$ cat src/rtl/cdsg_pkg.sv
// Shared constants, codes and controller/datapath interface types for the subset gather block.
package cdsg_pkg;

    // Storage dimensions.
    localparam int MAX_POINTS   = 256;
    localparam int MAX_SELECTED = 64;
    localparam int STORE_DEPTH  = (MAX_POINTS * (MAX_POINTS - 1)) / 2;

    // Field and register widths.
    localparam int KIND_W     = 2;
    localparam int POS_W      = 15;
    localparam int WORD_W     = 64;
    localparam int SLOT_W     = 6;
    localparam int POINT_W    = 8;
    localparam int PAIR_W     = 11;
    localparam int STATUS_W   = 2;
    localparam int NP_W       = 9;
    localparam int NS_W       = 7;
    localparam int CFG_IDX_W  = 2;
    localparam int CFG_DATA_W = 9;

    // Internal arithmetic widths.
    localparam int ROW_W   = 7;
    localparam int J_W     = 14;
    localparam int PAIRS_W = 13;
    localparam int PROD_W  = NP_W + POINT_W;
    localparam int TRI_W   = 2 * (POINT_W + 1);
    localparam int SUM_W   = TRI_W + 1;

    // Item kinds.
    localparam logic [KIND_W-1:0] KIND_LOAD_DIST = 2'd0;
    localparam logic [KIND_W-1:0] KIND_LOAD_SEL  = 2'd1;
    localparam logic [KIND_W-1:0] KIND_QUERY     = 2'd2;

    // Result status codes.
    localparam logic [STATUS_W-1:0] ST_OK        = 2'd0;
    localparam logic [STATUS_W-1:0] ST_PAIR_RANGE = 2'd1;
    localparam logic [STATUS_W-1:0] ST_POINT_RANGE = 2'd2;
    localparam logic [STATUS_W-1:0] ST_DUPLICATE = 2'd3;

    // Configuration register indices.
    localparam logic [CFG_IDX_W-1:0] CFG_NUM_POINTS   = 2'd0;
    localparam logic [CFG_IDX_W-1:0] CFG_NUM_SELECTED = 2'd1;

    // Reset values of the configuration registers.
    localparam logic [NP_W-1:0] NUM_POINTS_RST   = 9'd2;
    localparam logic [NS_W-1:0] NUM_SELECTED_RST = 7'd2;

    // Commands from the controller to the datapath.
    typedef struct packed {
        logic take;
        logic search_step;
        logic sel_read;
        logic order;
        logic mult;
        logic sum;
        logic mem_read;
        logic load_out;
    } cmd_t;

    // Status from the datapath to the controller.
    typedef struct packed {
        logic hit;
        logic last;
        logic err;
    } stat_t;

endpackage

$ cat src/rtl/cdsg_ctrl.sv
// Controller state machine sequencing loads and query steps, plus the output valid flag.
module cdsg_ctrl
    import cdsg_pkg::*;
(
    input  logic              clk,
    input  logic              rst_n,
    input  logic              in_valid,
    output logic              in_ready,
    input  logic [KIND_W-1:0] kind,
    output logic              out_valid,
    input  logic              out_ready,
    input  stat_t             stat,
    output cmd_t              cmd
);

    localparam logic [2:0] S_IDLE   = 3'd0;
    localparam logic [2:0] S_SEARCH = 3'd1;
    localparam logic [2:0] S_SEL_RD = 3'd2;
    localparam logic [2:0] S_ORDER  = 3'd3;
    localparam logic [2:0] S_MULT   = 3'd4;
    localparam logic [2:0] S_SUM    = 3'd5;
    localparam logic [2:0] S_MEM_RD = 3'd6;
    localparam logic [2:0] S_DONE   = 3'd7;

    logic [2:0] state_reg;
    logic [2:0] state_next;
    logic       out_valid_reg;
    logic       out_valid_next;

    assign in_ready  = (state_reg == S_IDLE);
    assign out_valid = out_valid_reg;

    // Next state and command decode.
    always_comb
    begin
        state_next = state_reg;
        cmd        = '0;
        unique case (state_reg)
            S_IDLE:
            begin
                cmd.take = in_valid;
                if (in_valid && (kind == KIND_QUERY))
                begin
                    state_next = S_SEARCH;
                end
            end
            S_SEARCH:
            begin
                if (stat.err)
                begin
                    state_next = S_DONE;
                end
                else
                begin
                    cmd.search_step = 1'b1;
                    if (stat.hit)
                    begin
                        state_next = S_SEL_RD;
                    end
                    else if (stat.last)
                    begin
                        state_next = S_DONE;
                    end
                end
            end
            S_SEL_RD:
            begin
                cmd.sel_read = 1'b1;
                state_next   = S_ORDER;
            end
            S_ORDER:
            begin
                cmd.order  = 1'b1;
                state_next = S_MULT;
            end
            S_MULT:
            begin
                if (stat.err)
                begin
                    state_next = S_DONE;
                end
                else
                begin
                    cmd.mult   = 1'b1;
                    state_next = S_SUM;
                end
            end
            S_SUM:
            begin
                cmd.sum    = 1'b1;
                state_next = S_MEM_RD;
            end
            S_MEM_RD:
            begin
                cmd.mem_read = !stat.err;
                state_next   = S_DONE;
            end
            S_DONE:
            begin
                if (!out_valid_reg || out_ready)
                begin
                    cmd.load_out = 1'b1;
                    state_next   = S_IDLE;
                end
            end
            default:
            begin
                state_next = S_IDLE;
            end
        endcase
    end

    // The output holding register is full from a load until its transaction completes.
    always_comb
    begin
        if (cmd.load_out)
        begin
            out_valid_next = 1'b1;
        end
        else if (out_ready)
        begin
            out_valid_next = 1'b0;
        end
        else
        begin
            out_valid_next = out_valid_reg;
        end
    end

    always_ff @(posedge clk or negedge rst_n)
    begin
        if (!rst_n)
        begin
            state_reg     <= S_IDLE;
            out_valid_reg <= 1'b0;
        end
        else
        begin
            state_reg     <= state_next;
            out_valid_reg <= out_valid_next;
        end
    end

`ifndef ASSERT_OFF
    a_load_into_free: assert property (@(posedge clk) disable iff (!rst_n)
        cmd.load_out |-> (!out_valid_reg || out_ready))
        else $error("result loaded over an untaken result");

    a_search_entry: assert property (@(posedge clk) disable iff (!rst_n)
        (state_reg == S_SEARCH) |->
            ($past(state_reg) == S_IDLE || $past(state_reg) == S_SEARCH))
        else $error("search entered from an unexpected state");

    a_result_kept: assert property (@(posedge clk) disable iff (!rst_n)
        (out_valid_reg && !out_ready) |=> out_valid_reg)
        else $error("pending result dropped");
`endif

endmodule

$ cat config.mk
export PLATFORM = sky130hd
export DESIGN_NAME = cdsg_ctrl
export DESIGN_NICKNAME = d
export VERILOG_FILES = /design/src/rtl/cdsg_pkg.sv /design/src/rtl/cdsg_ctrl.sv
export SDC_FILE = /design/constraint.sdc
export NUM_CORES = 1
export LEC_CHECK = 0
export BUFFER_PORTS_ARGS = -buffer_cell sky130_fd_sc_hd__buf_2
export CORE_AREA = 3 3 40 42
export CTS_CLUSTER_SIZE = 10
export DETAILED_ROUTE_END_ITERATION = 7
export DIE_AREA = 0 0 43 45
export SYNTH_ARGS = -nofsm -noshare
export SYNTH_HDL_FRONTEND = slang
export SYNTH_SLANG_ARGS = --single-unit
export TNS_END_PERCENT = 10
$ cat constraint.sdc
create_clock -name clk -period 2.64 [get_ports clk]
set_input_delay 0.528 -clock clk [delete_from_list [all_inputs] [get_ports clk]]
set_output_delay 0.528 -clock clk [all_outputs]
set_load 0.01 [all_outputs]
==> results.txt <==
Synthesis Warnings: 0
Clock Latency Late Sink: 0.23 ns
Die Height: 45 um
setup violators final: 0
max-cap violations: 0
crit-path cells: inv_1 > nor4_1 > buf_2
leakage power: 0.212 nW
RD Place Congestion: 0.729
ys async rst share: 100%
Resize count post-CTS: 0
Worst setup EP type: primary output
global-route wire length before repair: 1.43 mm
final net count: 66
die area: 0.00194 mm2
Layout Area Growth over Synthesis: 31.4%
Slew @ Worst Pin: 0.464 ns
H-Tree Depth: 1
Clock Skews: 0.00149 ns
ANT cells: 0
fin crit share: 71.9%
hpwl dp: 607 um
CTS tree: done
Detailed Routing Iterations Pass 1: 4
Seq/Total Area, Yosys: 30.7%
startpoint types: flop
Tot Pwr: 0.479 mW
initial antenna violation count: 0
crit path DAT: 1.37 ns
Avg Vias per Cell: 4.79
Core Footprint: 0.00128 mm2
Post-synth top cells: dfrtp_1, nand2_1
post-route setup TNS: 0 ns
die width: 43 um
DR vias: 335
Critical-path top delay cell: dfrtp_1
Met1 Routed Length: 352 um
Mapped Cells: 38
count of different cell masters after synthesis: 24
max reg flops: 3
Avg Synthesized Cell Area: 8.59 um2
CTS Buf Count: 3
GRT overflow: 0
register bit total from synthesis: 4
num rows: 13
final instance area: 429 um2
largest net degree at the start of global routing: 16
Mapped Nets: 47
Initial Util: 25.4%
number of flops mapped to enable cells by yosys: 0
P per Cell Area: 1120 mW/mm2
Routed WL: 783 um
critical path class: reg -> out
status: complete, no violations
CP Data Required Time: 2.11 ns
Post-CTS Setup Bufs: 0
Max Transition Viols Final: 0
Post-Synthesis Cell Area: 327 um2
clock transition at the registers of the reported paths: 0.04 ns
dpl cell area: 407 um2
fin util: 33.4%
maximum VDD drop: 0.348 mV
Antenna Violating Nets Remaining: 0
number of remaining DRC errors: 0
Sink Count: 4
# IOs: 19
endpoints failing hold: 0
clk buf depth: 2
worst hold path type: in -> async
CTS root buffer: clkbuf_4
Highest Signal Layer: met3
Max Fclk: 527 MHz
leading area contributor after synthesis: dfrtp_1
GRT Total Usage: 10.4%
hold_buf cts: 0
metal2 WL: 363 um
metal3 WL: 67 um
Iter 0 DRT Violations: 8
port buffer count: 18
share of layout cells above drive strength 1: 43.6%
relative slew slack: 69.1%
CP max FO: 10
DR WL/cell: 11.2 um
Yosys top cell area share: 30.7%
Synth area leaders: dfrtp_1, nor4b_4, nand2_1, nor3b_1, a31oi_1
top_reg_cell synth: dfrtp_1
Worst path max stage delay: 0.55 ns
vias in the first global route: 315
Tmin final: 1.90 ns
RSZ-0062 raised after global routing: false
final cells by class:
type | count | area (um2)
Clock buffer | 3 | 22.5
Inverter | 2 | 7.51
Timing Repair Buffer | 18 | 90.1
Multi-Input combinational cell | 28 | 190
Tap cell | 15 | 18.8
Sequential cell | 4 | 100
Fill cell | 143 | 856
routing by layer:
layer,GRT usage [%],up-vias
met4,9.04,0
met1,13.6,150
met5,0,-
met2,13.5,14
met3,3.19,0
li1,-,171
worst max-delay path: cells and delay by family (launching register included):
kind	cells	cell delay, ns
AND/OR/NAND/NOR	1	0.27
buffers and inverters	2	0.31
flip-flops	1	0.55
worst paths after layout:
kind	startpoint	end	slack, ns	cells after the start
worst max-delay path	state_reg[2]	cmd[3]	0.74	3
worst min-delay path	rst_n	out_valid	0.09	1
worst max register to register	state_reg[0]	state_reg[1]	1.26	3
worst min register to register	out_valid	state_reg[0]	0.74	3
max in group asynchronous	rst_n	state_reg[1]	2.44	1
min in group clk	stat[1]	state_reg[1]	0.59	3
report_power, final:
group / switching, mW / internal, mW
sequential: 0.0897 / 0.0919
clock: 0.0256 / 0.0509
combinational: 0.101 / 0.119
per-stage QoR:
step / setup WS [ns] / cells / hold slack [ns]
global placement: 0.972 / 67 / 0.335
CTS: 0.724 / 70 / 0.0827
detailed placement: 0.982 / 67 / 0.335
floorplan: 0.993 / 38 / 0.232
finish: 0.743 / 70 / 0.0870
global route: 0.560 / 70 / 0.0846
logic make-up after synthesis:
| kind of cell | synth area share [%] |
|---|---|
| flops | 30.7 |
| simple gates | 36.8 |
| compound gates | 18.8 |
| xor+xnor | 2.68 |
| buf+inv | 11.1 |
layout by cell type, fill, tap and decap left out:
cell	n
buf_2	18
nand2_1	4
dfrtp_1	4
clkbuf_4	3
inv_1	2
nor2_1	2
nor3b_1	2
nor2b_1	2
nor3_1	2
o21ai_0	2
a31oi_1	2
and3_1	1
nor4_1	1
nor4b_4	1
and2_1	1
nand3_1	1
o21a_1	1
a31o_2	1
nor3b_2	1
xnor2_1	1
o22ai_1	1
o311ai_0	1
a211oi_1	1
No activity file was read; power rests on OpenSTA's default activity.
